$ cat config.mk
export PLATFORM = sky130hd
export DESIGN_NAME = signed_radix_to_text_top
export DESIGN_NICKNAME = d
export VERILOG_FILES = /design/src/hdl/srtt_pkg.sv /design/src/hdl/srtt_front.sv /design/src/hdl/srtt_queue.sv /design/src/hdl/srtt_back.sv /design/src/hdl/signed_radix_to_text_top.sv
export SDC_FILE = /design/constraint.sdc
export NUM_CORES = 1
export LEC_CHECK = 0
export BUFFER_PORTS_ARGS = -buffer_cell sky130_fd_sc_hd__buf_4
export CORE_ASPECT_RATIO = 1.75
export CORE_MARGIN = 8
export CORE_UTILIZATION = 53
export DETAILED_ROUTE_END_ITERATION = 8
export HOLD_SLACK_MARGIN = 0.08
export PLACE_DENSITY = 0.74
export SLEW_MARGIN = 20
export SYNTH_ARGS = -nofsm -noshare
export SYNTH_HDL_FRONTEND = slang
export SYNTH_SLANG_ARGS = --single-unit
$ cat constraint.sdc
create_clock -name aclk -period 12 [get_ports aclk]
set_input_delay 1.8 -clock aclk [delete_from_list [all_inputs] [get_ports aclk]]
set_output_delay 1.8 -clock aclk [all_outputs]
set_load 0.05 [all_outputs]
$ cat src/hdl/srtt_pkg.sv
`timescale 1ns / 1ps

package srtt_pkg;

    // fixed geometry of the converter
    localparam int VALUE_BITS   = 32;
    localparam int ALPHA_CHARS  = 16;
    localparam int DIGIT_BITS   = 4;
    localparam int CHAR_BITS    = 8;
    localparam int RADIX_BITS   = 5;
    localparam int CFG_ADDR_BITS = 2;
    localparam int CFG_DATA_BITS = 64;
    localparam int CNT_BITS     = 6;   // holds 0..VALUE_BITS
    localparam int SLOT_BITS    = 5;   // digit stack index

    // character codes
    localparam logic [CHAR_BITS-1:0] CH_PLUS  = 8'h2B;
    localparam logic [CHAR_BITS-1:0] CH_MINUS = 8'h2D;

    // configuration register indexes
    localparam logic [CFG_ADDR_BITS-1:0] CFG_RADIX      = 2'd0;
    localparam logic [CFG_ADDR_BITS-1:0] CFG_ALPHA_LOW  = 2'd1;
    localparam logic [CFG_ADDR_BITS-1:0] CFG_ALPHA_HIGH = 2'd2;

    typedef struct packed {
        logic [RADIX_BITS-1:0]    radix;
        logic [CFG_DATA_BITS-1:0] alpha_low;
        logic [CFG_DATA_BITS-1:0] alpha_high;
    } cfg_t;

    // one classified item on its way to the converter
    typedef struct packed {
        logic                  neg;
        logic [VALUE_BITS-1:0] mag;
    } item_t;

    typedef enum logic [2:0] {
        BK_IDLE,
        BK_DIV,
        BK_SIGN,
        BK_READ,
        BK_EMIT
    } bk_state_t;

    function automatic logic [CHAR_BITS-1:0] alpha_char(
        input cfg_t                  cfg,
        input logic [DIGIT_BITS-1:0] idx
    );
        logic [CFG_DATA_BITS-1:0] word;
        word = idx[3] ? cfg.alpha_high : cfg.alpha_low;
        return word[{idx[2:0], 3'b000} +: CHAR_BITS];
    endfunction

endpackage

$ cat src/hdl/srtt_front.sv
`timescale 1ns / 1ps

// Accepts values, checks the alphabet setup, folds the sign off.
module srtt_front #(
    parameter int MAX_RADIX = 16
) (
    input  srtt_pkg::cfg_t                        cfg,
    input  logic                                  s_valid,
    output logic                                  s_ready,
    input  logic signed [srtt_pkg::VALUE_BITS-1:0] s_value,
    input  logic                                  q_full,
    output logic                                  q_push,
    output srtt_pkg::item_t                       q_item
);

    logic cfg_ok;
    logic [srtt_pkg::CHAR_BITS-1:0] ch [srtt_pkg::ALPHA_CHARS];
    logic [srtt_pkg::ALPHA_CHARS-1:0] active;

    always_comb begin
        for (int i = 0; i < srtt_pkg::ALPHA_CHARS; i++) begin
            ch[i]     = srtt_pkg::alpha_char(cfg, srtt_pkg::DIGIT_BITS'(i));
            active[i] = (srtt_pkg::RADIX_BITS'(i) < cfg.radix);
        end
    end

    // radix range, no sign chars, all pairs of digits in use distinct
    always_comb begin
        cfg_ok = (cfg.radix >= srtt_pkg::RADIX_BITS'(2))
              && (cfg.radix <= srtt_pkg::RADIX_BITS'(MAX_RADIX))
              && (cfg.radix <= srtt_pkg::RADIX_BITS'(srtt_pkg::ALPHA_CHARS));
        for (int i = 0; i < srtt_pkg::ALPHA_CHARS; i++) begin
            if (active[i] && (ch[i] == srtt_pkg::CH_PLUS || ch[i] == srtt_pkg::CH_MINUS)) begin
                cfg_ok = 1'b0;
            end
            for (int j = i + 1; j < srtt_pkg::ALPHA_CHARS; j++) begin
                if (active[j] && ch[i] == ch[j]) begin
                    cfg_ok = 1'b0;
                end
            end
        end
    end

    assign s_ready = !q_full;

    // items under a bad setup are taken and dropped
    assign q_push     = s_valid && !q_full && cfg_ok;
    assign q_item.neg = s_value[srtt_pkg::VALUE_BITS-1];
    assign q_item.mag = s_value[srtt_pkg::VALUE_BITS-1]
                      ? (~s_value + srtt_pkg::VALUE_BITS'(1)) : s_value;

endmodule

$ cat src/hdl/srtt_queue.sv
`timescale 1ns / 1ps

// Two-entry queue between classifier and converter.
module srtt_queue (
    input  logic            aclk,
    input  logic            aresetn,
    input  logic            push,
    input  srtt_pkg::item_t push_item,
    output logic            full,
    input  logic            pop,
    output logic            not_empty,
    output srtt_pkg::item_t pop_item
);

    srtt_pkg::item_t mem [2];
    logic       wr_ptr_reg, wr_ptr_next;
    logic       rd_ptr_reg, rd_ptr_next;
    logic [1:0] count_reg,  count_next;

    assign full      = (count_reg == 2'd2);
    assign not_empty = (count_reg != 2'd0);
    assign pop_item  = mem[rd_ptr_reg];

    always_comb begin
        wr_ptr_next = push ? ~wr_ptr_reg : wr_ptr_reg;
        rd_ptr_next = pop  ? ~rd_ptr_reg : rd_ptr_reg;
        count_next  = count_reg + {1'b0, push} - {1'b0, pop};
    end

    always_ff @(posedge aclk) begin
        if (!aresetn) begin
            wr_ptr_reg <= 1'b0;
            rd_ptr_reg <= 1'b0;
            count_reg  <= 2'd0;
        end else begin
            wr_ptr_reg <= wr_ptr_next;
            rd_ptr_reg <= rd_ptr_next;
            count_reg  <= count_next;
        end
    end

    always_ff @(posedge aclk) begin
        if (push) begin
            mem[wr_ptr_reg] <= push_item;
        end
    end

endmodule

$ cat src/hdl/srtt_back.sv
`timescale 1ns / 1ps

// Repeated division by the radix, one byte per cycle, digits stacked,
// then emitted most significant first.
module srtt_back (
    input  logic                               aclk,
    input  logic                               aresetn,
    input  srtt_pkg::cfg_t                     cfg,
    input  logic                               q_not_empty,
    input  srtt_pkg::item_t                    q_item,
    output logic                               q_pop,
    output logic                               m_valid,
    input  logic                               m_ready,
    output logic [srtt_pkg::CHAR_BITS-1:0]     m_char_out,
    output logic                               m_last
);

    localparam int STACK_DEPTH = srtt_pkg::VALUE_BITS;

    // one byte of long division: 8 restoring steps, remainder stays < radix
    function automatic logic [11:0] div_byte(
        input logic [3:0] rem_in,
        input logic [7:0] byte_in,
        input logic [4:0] dv
    );
        logic [4:0] t;
        logic [3:0] r;
        logic [7:0] q;
        r = rem_in;
        q = '0;
        for (int i = 7; i >= 0; i--) begin
            t = {r, byte_in[i]};
            if (t >= dv) begin
                q[i] = 1'b1;
                t    = t - dv;
            end
            r = t[3:0];
        end
        return {q, r};
    endfunction

    srtt_pkg::bk_state_t state_reg, state_next;

    logic [srtt_pkg::VALUE_BITS-1:0] work_reg, work_next;
    logic [srtt_pkg::DIGIT_BITS-1:0] rem_reg,  rem_next;
    logic [1:0]                      step_reg, step_next;
    logic [srtt_pkg::CNT_BITS-1:0]   cnt_reg,  cnt_next;
    logic                            neg_reg,  neg_next;

    logic                            m_valid_reg, m_valid_next;
    logic [srtt_pkg::CHAR_BITS-1:0]  m_char_reg,  m_char_next;
    logic                            m_last_reg,  m_last_next;

    logic [srtt_pkg::DIGIT_BITS-1:0] stack [STACK_DEPTH];
    logic [srtt_pkg::DIGIT_BITS-1:0] rd_data_reg;
    logic                            mem_we;
    logic [srtt_pkg::SLOT_BITS-1:0]  wr_addr;
    logic [srtt_pkg::SLOT_BITS-1:0]  rd_addr;
    logic [srtt_pkg::CNT_BITS-1:0]   cnt_dec;

    logic [11:0]                     dstep;
    logic [srtt_pkg::VALUE_BITS-1:0] quot;
    logic                            out_free;

    assign dstep    = div_byte(rem_reg, work_reg[srtt_pkg::VALUE_BITS-1 -: 8], cfg.radix);
    assign quot     = {work_reg[srtt_pkg::VALUE_BITS-9:0], dstep[11:4]};
    assign out_free = !m_valid_reg || m_ready;
    assign cnt_dec  = cnt_reg - srtt_pkg::CNT_BITS'(1);
    assign wr_addr  = cnt_reg[srtt_pkg::SLOT_BITS-1:0];
    assign rd_addr  = cnt_dec[srtt_pkg::SLOT_BITS-1:0];

    always_comb begin
        state_next   = state_reg;
        work_next    = work_reg;
        rem_next     = rem_reg;
        step_next    = step_reg;
        cnt_next     = cnt_reg;
        neg_next     = neg_reg;
        m_char_next  = m_char_reg;
        m_last_next  = m_last_reg;
        m_valid_next = m_valid_reg && !m_ready;
        q_pop        = 1'b0;
        mem_we       = 1'b0;

        case (state_reg)
            srtt_pkg::BK_IDLE: begin
                if (q_not_empty) begin
                    q_pop      = 1'b1;
                    work_next  = q_item.mag;
                    neg_next   = q_item.neg;
                    rem_next   = '0;
                    step_next  = '0;
                    cnt_next   = '0;
                    state_next = srtt_pkg::BK_DIV;
                end
            end
            srtt_pkg::BK_DIV: begin
                work_next = quot;
                rem_next  = dstep[3:0];
                step_next = step_reg + 2'd1;
                if (step_reg == 2'd3) begin
                    // full pass done: remainder is the next digit
                    mem_we   = 1'b1;
                    cnt_next = cnt_reg + srtt_pkg::CNT_BITS'(1);
                    rem_next = '0;
                    if (quot == '0) begin
                        state_next = neg_reg ? srtt_pkg::BK_SIGN : srtt_pkg::BK_READ;
                    end
                end
            end
            srtt_pkg::BK_SIGN: begin
                if (out_free) begin
                    m_valid_next = 1'b1;
                    m_char_next  = srtt_pkg::CH_MINUS;
                    m_last_next  = 1'b0;
                    state_next   = srtt_pkg::BK_READ;
                end
            end
            srtt_pkg::BK_READ: begin
                cnt_next   = cnt_dec;
                state_next = srtt_pkg::BK_EMIT;
            end
            srtt_pkg::BK_EMIT: begin
                if (out_free) begin
                    m_valid_next = 1'b1;
                    m_char_next  = srtt_pkg::alpha_char(cfg, rd_data_reg);
                    m_last_next  = (cnt_reg == '0);
                    state_next   = (cnt_reg == '0) ? srtt_pkg::BK_IDLE : srtt_pkg::BK_READ;
                end
            end
            default: begin
                state_next = srtt_pkg::BK_IDLE;
            end
        endcase
    end

    always_ff @(posedge aclk) begin
        if (!aresetn) begin
            state_reg   <= srtt_pkg::BK_IDLE;
            cnt_reg     <= '0;
            step_reg    <= '0;
            neg_reg     <= 1'b0;
            m_valid_reg <= 1'b0;
        end else begin
            state_reg   <= state_next;
            cnt_reg     <= cnt_next;
            step_reg    <= step_next;
            neg_reg     <= neg_next;
            m_valid_reg <= m_valid_next;
        end
    end

    always_ff @(posedge aclk) begin
        work_reg   <= work_next;
        rem_reg    <= rem_next;
        m_char_reg <= m_char_next;
        m_last_reg <= m_last_next;
    end

    // digit stack
    always_ff @(posedge aclk) begin
        if (mem_we) begin
            stack[wr_addr] <= dstep[3:0];
        end
        if (state_reg == srtt_pkg::BK_READ) begin
            rd_data_reg <= stack[rd_addr];
        end
    end

    assign m_valid    = m_valid_reg;
    assign m_char_out = m_char_reg;
    assign m_last     = m_last_reg;

endmodule

$ cat src/hdl/signed_radix_to_text_top.sv
`timescale 1ns / 1ps

// Signed value to text in a configurable radix.
// Input channel (s_valid/s_ready/s_value): one signed 32-bit value per
// transfer. Output channel (m_valid/m_ready/m_char_out/m_last): one character
// per transfer, most significant digit first, a leading '-' for negative
// values, m_last high on the final digit.
// Configuration: cfg_wr_en writes cfg_wdata to register cfg_addr (0 radix,
// 1 digits 0..7, 2 digits 8..15, one byte each); other indexes are ignored.
// Write only while the block is idle. With a radix outside 2..MAX_RADIX, a
// '+' or '-' among the digits in use, or any two equal digits, values are
// taken and produce no output.
// Flow: the divider handles one byte of the long division per cycle, a full
// pass over the value giving each digit; each character then takes a stack
// read (BK_READ) and an emit (BK_EMIT), with BK_SIGN first for a '-'.
// One value is converted at a time; a two-entry queue in front lets up to
// two more values be taken while the converter is busy.
// A stalled receiver holds the output register and stops the converter at its
// next character; the input side keeps filling the queue until it is full.
// Reset (synchronous, active low) empties the queue, idles the converter,
// drops any pending character and clears all configuration registers.
module signed_radix_to_text_top #(
    parameter int MAX_RADIX = 16
) (
    input  logic                                   aclk,
    input  logic                                   aresetn,
    input  logic                                   cfg_wr_en,
    input  logic [srtt_pkg::CFG_ADDR_BITS-1:0]     cfg_addr,
    input  logic [srtt_pkg::CFG_DATA_BITS-1:0]     cfg_wdata,
    input  logic                                   s_valid,
    output logic                                   s_ready,
    input  logic signed [srtt_pkg::VALUE_BITS-1:0] s_value,
    output logic                                   m_valid,
    input  logic                                   m_ready,
    output logic [srtt_pkg::CHAR_BITS-1:0]         m_char_out,
    output logic                                   m_last
);

    srtt_pkg::cfg_t  cfg_reg;
    srtt_pkg::item_t push_item;
    srtt_pkg::item_t pop_item;
    logic            q_push;
    logic            q_pop;
    logic            q_full;
    logic            q_not_empty;

    // configuration registers
    always_ff @(posedge aclk) begin
        if (!aresetn) begin
            cfg_reg <= '0;
        end else if (cfg_wr_en) begin
            case (cfg_addr)
                srtt_pkg::CFG_RADIX: begin
                    cfg_reg.radix <= cfg_wdata[srtt_pkg::RADIX_BITS-1:0];
                end
                srtt_pkg::CFG_ALPHA_LOW: begin
                    cfg_reg.alpha_low <= cfg_wdata;
                end
                srtt_pkg::CFG_ALPHA_HIGH: begin
                    cfg_reg.alpha_high <= cfg_wdata;
                end
                default: begin
                end
            endcase
        end
    end

    // classify: setup check, sign and magnitude
    srtt_front #(
        .MAX_RADIX (MAX_RADIX)
    ) u_front (
        .cfg     (cfg_reg),
        .s_valid (s_valid),
        .s_ready (s_ready),
        .s_value (s_value),
        .q_full  (q_full),
        .q_push  (q_push),
        .q_item  (push_item)
    );

    srtt_queue u_queue (
        .aclk      (aclk),
        .aresetn   (aresetn),
        .push      (q_push),
        .push_item (push_item),
        .full      (q_full),
        .pop       (q_pop),
        .not_empty (q_not_empty),
        .pop_item  (pop_item)
    );

    // convert and emit
    srtt_back u_back (
        .aclk        (aclk),
        .aresetn     (aresetn),
        .cfg         (cfg_reg),
        .q_not_empty (q_not_empty),
        .q_item      (pop_item),
        .q_pop       (q_pop),
        .m_valid     (m_valid),
        .m_ready     (m_ready),
        .m_char_out  (m_char_out),
        .m_last      (m_last)
    );

endmodule

After elaboration in Yosys (flattened, before gate mapping)
Memory sizes are Yosys's and may differ from the RTL's. A register that Yosys moved wholly into a read port is not among the register bits.
Index checks and enable logic that the tools add are counted.
- flip-flop bits (word level): 195
- bits in writable memories: 194
- input bits: 103
- output and inout bits: 11
- logic and storage cells: 594
- memories: 2
- memories (memory ; depth ; width ; read ports ; clocked after Yosys merged registers in ; write ports ; line ; source):
    u_back.stack ; 32 ; 4 ; 1 ; 1 ; 1 ; srtt_back.sv:54 ; logic [srtt_pkg::DIGIT_BITS-1:0] stack [STACK_DEPTH];
    u_queue.mem ; 2 ; 33 ; 1 ; 1 ; 1 ; srtt_queue.sv:15 ; srtt_pkg::item_t mem [2];
- add/subtract/negate cells: 14
- magnitude comparators: 26
- eq/ne operators: 165
- shift-type cells: 1
- multiplexer cells: 190
- bitwise operators: 3
- reductions and logical operators: 178
- operators with widths (cell ; count):
    $eq 8x8->1 ; 120
    $eq 8x6->1 const B ; 32
    $mux 1 ; 159
    $logic_and 1x1->1 ; 141
    $mux 32 ; 2
    $mux 64 ; 1
    $pmux 32 s2 ; 1
    $shiftx 64x7->8 ; 1
    $ge 5x5->1 ; 8
    $lt 4x5->1 const A ; 8
    $mux 4 ; 10
    $add 32x2->32 const B ; 1
    $logic_not 32->1 ; 1
    $not 32->32 ; 1
    $sub 4x4->4 ; 8
    $lt 3x5->1 const A ; 4
    $pmux 6 s3 ; 1
    $logic_or 1x1->1 ; 17
    $mux 8 ; 2
    $pmux 8 s2 ; 1
    $mux 3 ; 5
    $pmux 3 s5 ; 1
    $mux 6 ; 2
    $lt 1x5->1 const A ; 2
    other kinds (30) ; 48

Depth between registers and ports, before layout
- depth in word-level cells: 142
- depth in mapped cells: 67
- mapped depth without buffers: 60

Modules after synthesis
A second synthesis with hierarchy kept.
- cell total of the unflattened synthesis: 3138
- area total of the unflattened synthesis: 31486.4 µm²
- by module, submodules not included (module ; times used ; cells each ; area an instance (µm²) ; sequential area each (µm²)):
    srtt_front ; 1 ; 1783 ; 12976.2 ; 0.0
    srtt_back ; 1 ; 728 ; 10661.5 ; 5575.3
    signed_radix_to_text_top ; 1 ; 503 ; 5083.6 ; 2662.6
    srtt_queue ; 1 ; 124 ; 2765.2 ; 2082.0

Least setup slack after synthesis
No wires, ideal clock.
- path type: flip-flop to flip-flop
- start point: reg cfg_reg[129] in the netlist's numbering
- end point: reg u_back.rem_reg[1] in the netlist's numbering (data pin)
- library setup time: 0.139 ns
- arrival: 12.802 ns
- required time: 11.861 ns
- slack: -0.941 ns
- stages on the path, launching flop included: 62
- buffers on the path: 7
- clock period less this slack: 12.941 ns
- cell sequence: dfxtp_1 clkbuf_1 inv_1 ha_1 nor2b_1 o21ai_0 nand3b_1 a21o_1 a21o_1 clkbuf_1 mux2i_1 ha_1 a21o_1 a21o_1 a21o_1 a21o_1 mux2_2 ha_1 [26 not listed] mux2i_1 ha_1 nor2b_1 o21ai_0 nand3b_1 a21o_1 a21o_1 clkbuf_1 o21ai_0 inv_1 ha_1 a21o_1 a21o_1 a21o_1 a21o_1 clkbuf_1 mux2i_1 and3_1
- cells in the longest elaborated chain, start to end: 18
- elaborated cells between the ends (all ways): 26
- classes of those cells: 8 x add/sub; 8 x order compare; 10 x mux
- RTL lines (element ; line ; source):
    from (decl) ; signed_radix_to_text_top.sv:39 ; srtt_pkg::cfg_t cfg_reg;
    $sub 4x4->4 / $ge 5x5->1 (equally long branches) ; srtt_back.sv:35, srtt_back.sv:33 ;
    $mux 4 ; srtt_back.sv:33 ; if (t >= dv) begin
    $sub 4x4->4 / $ge 5x5->1 (equally long branches) ; srtt_back.sv:35, srtt_back.sv:33 ;
    $mux 4 ; srtt_back.sv:33 ;
    $sub 4x4->4 / $ge 5x5->1 (equally long branches) ; srtt_back.sv:35, srtt_back.sv:33 ;
    $mux 4 ; srtt_back.sv:33 ;
    $ge 5x5->1 / $sub 4x4->4 (equally long branches) ; srtt_back.sv:33, srtt_back.sv:35 ;
    $mux 4 ; srtt_back.sv:33 ;
    [3 not listed] ; - ;
    $mux 4 ; srtt_back.sv:33 ;
    $ge 5x5->1 / $sub 4x4->4 (equally long branches) ; srtt_back.sv:33, srtt_back.sv:35 ;
    $mux 4 ; srtt_back.sv:33 ;
    $sub 4x4->4 / $ge 5x5->1 (equally long branches) ; srtt_back.sv:35, srtt_back.sv:33 ;
    $mux 4 (*) ; srtt_back.sv:33 ;
    net u_back.dstep[1] ; srtt_back.sv:61 ; logic [11:0] dstep;
    $mux 4 (*) ; srtt_back.sv:101 ; if (step_reg == 2'd3) begin
    $pmux 4 s2 (*) ; srtt_back.sv:85 ; case (state_reg)
    to (signal assigned) ; srtt_back.sv:155 ; rem_reg <= rem_next;
    to (decl) ; srtt_back.sv:45 ; logic [srtt_pkg::DIGIT_BITS-1:0] rem_reg, rem_next;
The timed path passes the listed nets; every way through them passes the cells marked *.
A chain may end at the register's enable or synchronous reset.

Worst setup path after layout
- start point: reg cfg_reg[129] in the netlist's numbering
- end point: mem u_back.stack[23][2] in the netlist's numbering (data pin)
- cells in the longest elaborated chain, start to end: 16
- elaborated cells between the ends (all ways): 24
- classes of those cells: 8 x add/sub; 8 x order compare; 8 x mux
- RTL lines (element ; line):
    $sub 4x4->4 / $ge 5x5->1 (equally long branches) ; srtt_back.sv:35, srtt_back.sv:33
    $mux 4 ; srtt_back.sv:33
    $sub 4x4->4 / $ge 5x5->1 (equally long branches) ; srtt_back.sv:35, srtt_back.sv:33
    $mux 4 ; srtt_back.sv:33
    $sub 4x4->4 / $ge 5x5->1 (equally long branches) ; srtt_back.sv:35, srtt_back.sv:33
    $mux 4 ; srtt_back.sv:33
    $ge 5x5->1 / $sub 4x4->4 (equally long branches) ; srtt_back.sv:33, srtt_back.sv:35
    $mux 4 ; srtt_back.sv:33
    $sub 4x4->4 / $ge 5x5->1 (equally long branches) ; srtt_back.sv:35, srtt_back.sv:33
    $mux 4 ; srtt_back.sv:33
    $sub 4x4->4 / $ge 5x5->1 (equally long branches) ; srtt_back.sv:35, srtt_back.sv:33
    $mux 4 ; srtt_back.sv:33
    $ge 5x5->1 / $sub 4x4->4 (equally long branches) ; srtt_back.sv:33, srtt_back.sv:35
    $mux 4 ; srtt_back.sv:33
    $sub 4x4->4 / $ge 5x5->1 (equally long branches) ; srtt_back.sv:35, srtt_back.sv:33
    $mux 4 (*) ; srtt_back.sv:33
    net u_back.dstep[2] ; srtt_back.sv:61
    to (decl) ; srtt_back.sv:54
Marked as above.

==> flow_summary.yaml <==
route:
  wirelength_met1_um: 40490
  drc_errors: 0
  drt-total-wl_um: 122400
  drt-wirelength-per-cell_um: 30.81
  wl_met2_um: 57140
  antenna_left: 0
  num_vias: 26200
  routed_via_density: 6.595
  detail_route.iter0.violations: 2653
  route.top_layer_used: "met5"
  met3_wirelength_um: 12240
  firstDrtPassIters: 8
timing:
  final_worst_setup_slack_ns: 0.5249
  max-slew-margin-rel: 0.1972
  rsz0062_at_grt: "no"
  finalMaxSlewViolations: 0
  period_minus_slack_ns: 11.48
  final-hold-violation-count: 0
  final.setup.tns_ns: 0
  fin_crit_sh: 0.9563
  max_freq_mhz: 87.15
  tightestPinTransition_ns: 1.193
  finalClockSkew_ns: 0.03634
  final-setup-viol-count: 0
clock_tree:
  clk_root_buffer_cell: "sky130_fd_sc_hd__clkbuf_16"
  h-tree-depth: 2
  cts.sinks: 394
  worstSkewPairLatency_ns: 0.61
  cts_tree: "done"
  hold_buffers: 0
  tritoncts.num_buffers: 38
  ctsLongestPathBuffers: 3
  clk_transition_reported_paths_ns: 0.07
logic_synthesis:
  ys_async_rst_share: 0
  yosys_register_bits: 394
  synth_enable_flop_cells: 243
  synth_ff_type: "sky130_fd_sc_hd__edfxtp_1"
  synth.yosys.warnings: 0
  syn_area_um2: 30670
  yosysUniqueCellTypes: 64
  synth.avg_cell_area_um2: 9.532
  synth_top_cells_by_area: "sky130_fd_sc_hd__edfxtp_1 (24%), sky130_fd_sc_hd__xnor2_1 (20%), sky130_fd_sc_hd__dfxtp_1 (9.9%)"
  synth_top_area_cell: "sky130_fd_sc_hd__edfxtp_1"
  synthCells: 3217
  synth_sequential_area_ratio: 0.3365
  synth_nets: 3376
  post-synth-top-area-fraction: 0.2380
worst_hold_path:
  min-delay-path-class: "flop to flop"
  hold-path-endpoint: "cfg_reg[40]"
  min_delay_path_depth: 2
  worst_hold_launch: "cfg_reg[40]"
cells_and_area:
  layout-drive-gt1-share: 0.1538
  commonest_cells_after_routing_fill_and_taps_aside: "sky130_fd_sc_hd__xnor2_1 (695), sky130_fd_sc_hd__xor2_1 (333), sky130_fd_sc_hd__nand2_1 (327), sky130_fd_sc_hd__buf_4 (269), sky130_fd_sc_hd__edfxtp_1 (243)"
  final_common_cell: "sky130_fd_sc_hd__xnor2_1"
  filler_cell_count: 4915
  flow.area_growth_from_synthesis_pct: 9.343
  fin_nets: 3337
  instances_no_fill: 3973
  antenna_cells: 0
  number_of_flip_flops_in_the_largest_register: 133
die:
  fp-row-count: 116
  core-area_um2: 57180
  ios: 114
  chipHeight_um: 334.2
  chip_width_um: 197.8
  floorplan.initialDensity: 0.5363
  die_area_um2: 66120
place:
  detailed_place_hpwl_um: 78990
  portBuffers: 113
  detailedPlace.worstSlack_ns: 0.04793
  dpl.cell_count: 3898
  routabilityCongestion: 1.052
critical_path:
  maximum_single_stage_delay_on_the_critical_path_ns: 0.41
  crit_path_start_kind: "flop"
  critPathSlowestCell: "sky130_fd_sc_hd__mux2_2"
  path_depth_of_the_worst_reg2reg_path: 57
  setup.worst_path.end_class: "flop"
  cp.required_ns: 12.31
  critical_path.reg2reg.startpoint: "cfg_reg[129]"
  reg2reg_to: "u_back.stack[23][2]"
  setup.reg_to_reg.worst_slack_ns: 0.52
  criticalPathCategory: "flop to flop"
  arrival_ns: 11.78
  crit_fanout: 32
  path_common_cell: "sky130_fd_sc_hd__a21o_1"
global_routing:
  grt_first_pass_wirelength_um: 178100
  grt_max_degree: 95
  globalRouteTotalUtil: 0.3663
  grt_antenna_before_repair: 2
  grt_overflow: 0
  via_count_of_the_first_global_routing_pass: 26430
run_status:
  status: "completed"
run:
  number_of_maximum_capacitance_constraint_violations: 0
[cell families after synthesis]
logic type | Yosys count | share of synthesized area
DFF | 394 | 0.3365
muxes | 141 | 0.07948
buffers and inverters | 387 | 0.05712
xor gates and xnor gates | 1028 | 0.2936
AOI/OAI and AO/OA | 342 | 0.06467
adders and majority gates | 56 | 0.02481
and+or+nand+nor | 869 | 0.1438
[area by class of cell]
cell class	instances	area [um2]	share of cell area
clock buffer	46	991.0	0.02955
clock inverter	22	216.5	0.006455
inverter	33	130.1	0.003881
multi-input combinational	2436	18760	0.5594
sequential	394	10350	0.3086
tap	767	959.7	0.02862
timing repair buffer	275	2130	0.06351
[per-stage QoR]
stage | area [um2] | hold WS, ns | utilization
final | 33530 | 0.4592 | 0.5864
after floorplan | 30740 | 0.4540 | -
after detailed placement | 32150 | 0.4516 | 0.5622
after global routing | 33530 | 0.4852 | 0.5864
after global placement | 32150 | 0.4430 | 0.5622
after CTS | 33360 | 0.4605 | 0.5834
[layer usage]
metal | GRT usage | up-vias
met3 | 0.09183 | 732
met2 | 0.5958 | 1780
met5 | 0 | -
met4 | 0.3021 | 2
met1 | 0.3978 | 12690
li1 | - | 11000
[timing repair]
action | 4_1_cts | 5_1_grt
endpoints found under the setup margin | 87 | 135
pin swaps | 0 | 3
resized for setup | 1 | 22
buffers inserted | 0 | 6
[worst max path at each step]
stage	end	start	cells past startpoint
after floorplan	u_back.rem_reg[2]	cfg_reg[129]	63
after global placement	u_back.stack[31][2]	u_back.rem_reg[0]	55
after detailed placement	u_back.stack[29][2]	u_back.rem_reg[0]	56
after CTS	u_back.stack[23][2]	u_back.rem_reg[0]	56
after global routing	u_back.stack[21][2]	cfg_reg[129]	57
final	u_back.stack[23][2]	cfg_reg[129]	57
[worst max-delay path: cells and delay by family (launching register included)]
kind | cells | cell delay [ns]
simple gates | 10 | 1.37
compound gates | 27 | 4.51
fa+ha+maj | 8 | 2.38
flops | 1 | 0.35
mux | 5 | 1.60
buf+inv | 7 | 0.97
[synth_stat cells, types with 20 or more instances]
master	instances
sky130_fd_sc_hd__mux2i_1	41
sky130_fd_sc_hd__nand3_1	35
sky130_fd_sc_hd__o21ai_0	63
sky130_fd_sc_hd__buf_2	239
sky130_fd_sc_hd__ha_1	48
sky130_fd_sc_hd__mux2_2	20
sky130_fd_sc_hd__a31oi_1	21
sky130_fd_sc_hd__nor3_1	31
sky130_fd_sc_hd__nand2b_1	20
sky130_fd_sc_hd__nand2_1	328
sky130_fd_sc_hd__nor4_1	114
sky130_fd_sc_hd__nor2_1	99
sky130_fd_sc_hd__clkbuf_1	88
sky130_fd_sc_hd__xor2_1	333
sky130_fd_sc_hd__xnor2_1	695
sky130_fd_sc_hd__dfxtp_1	151
sky130_fd_sc_hd__edfxtp_1	243
sky130_fd_sc_hd__nand4_1	164
sky130_fd_sc_hd__inv_1	33
sky130_fd_sc_hd__mux4_2	80
sky130_fd_sc_hd__buf_1	27
sky130_fd_sc_hd__a21oi_1	165
Power is not shown: default switching activity piles up to over one toggle a cycle in this logic, so the estimate is an artifact.
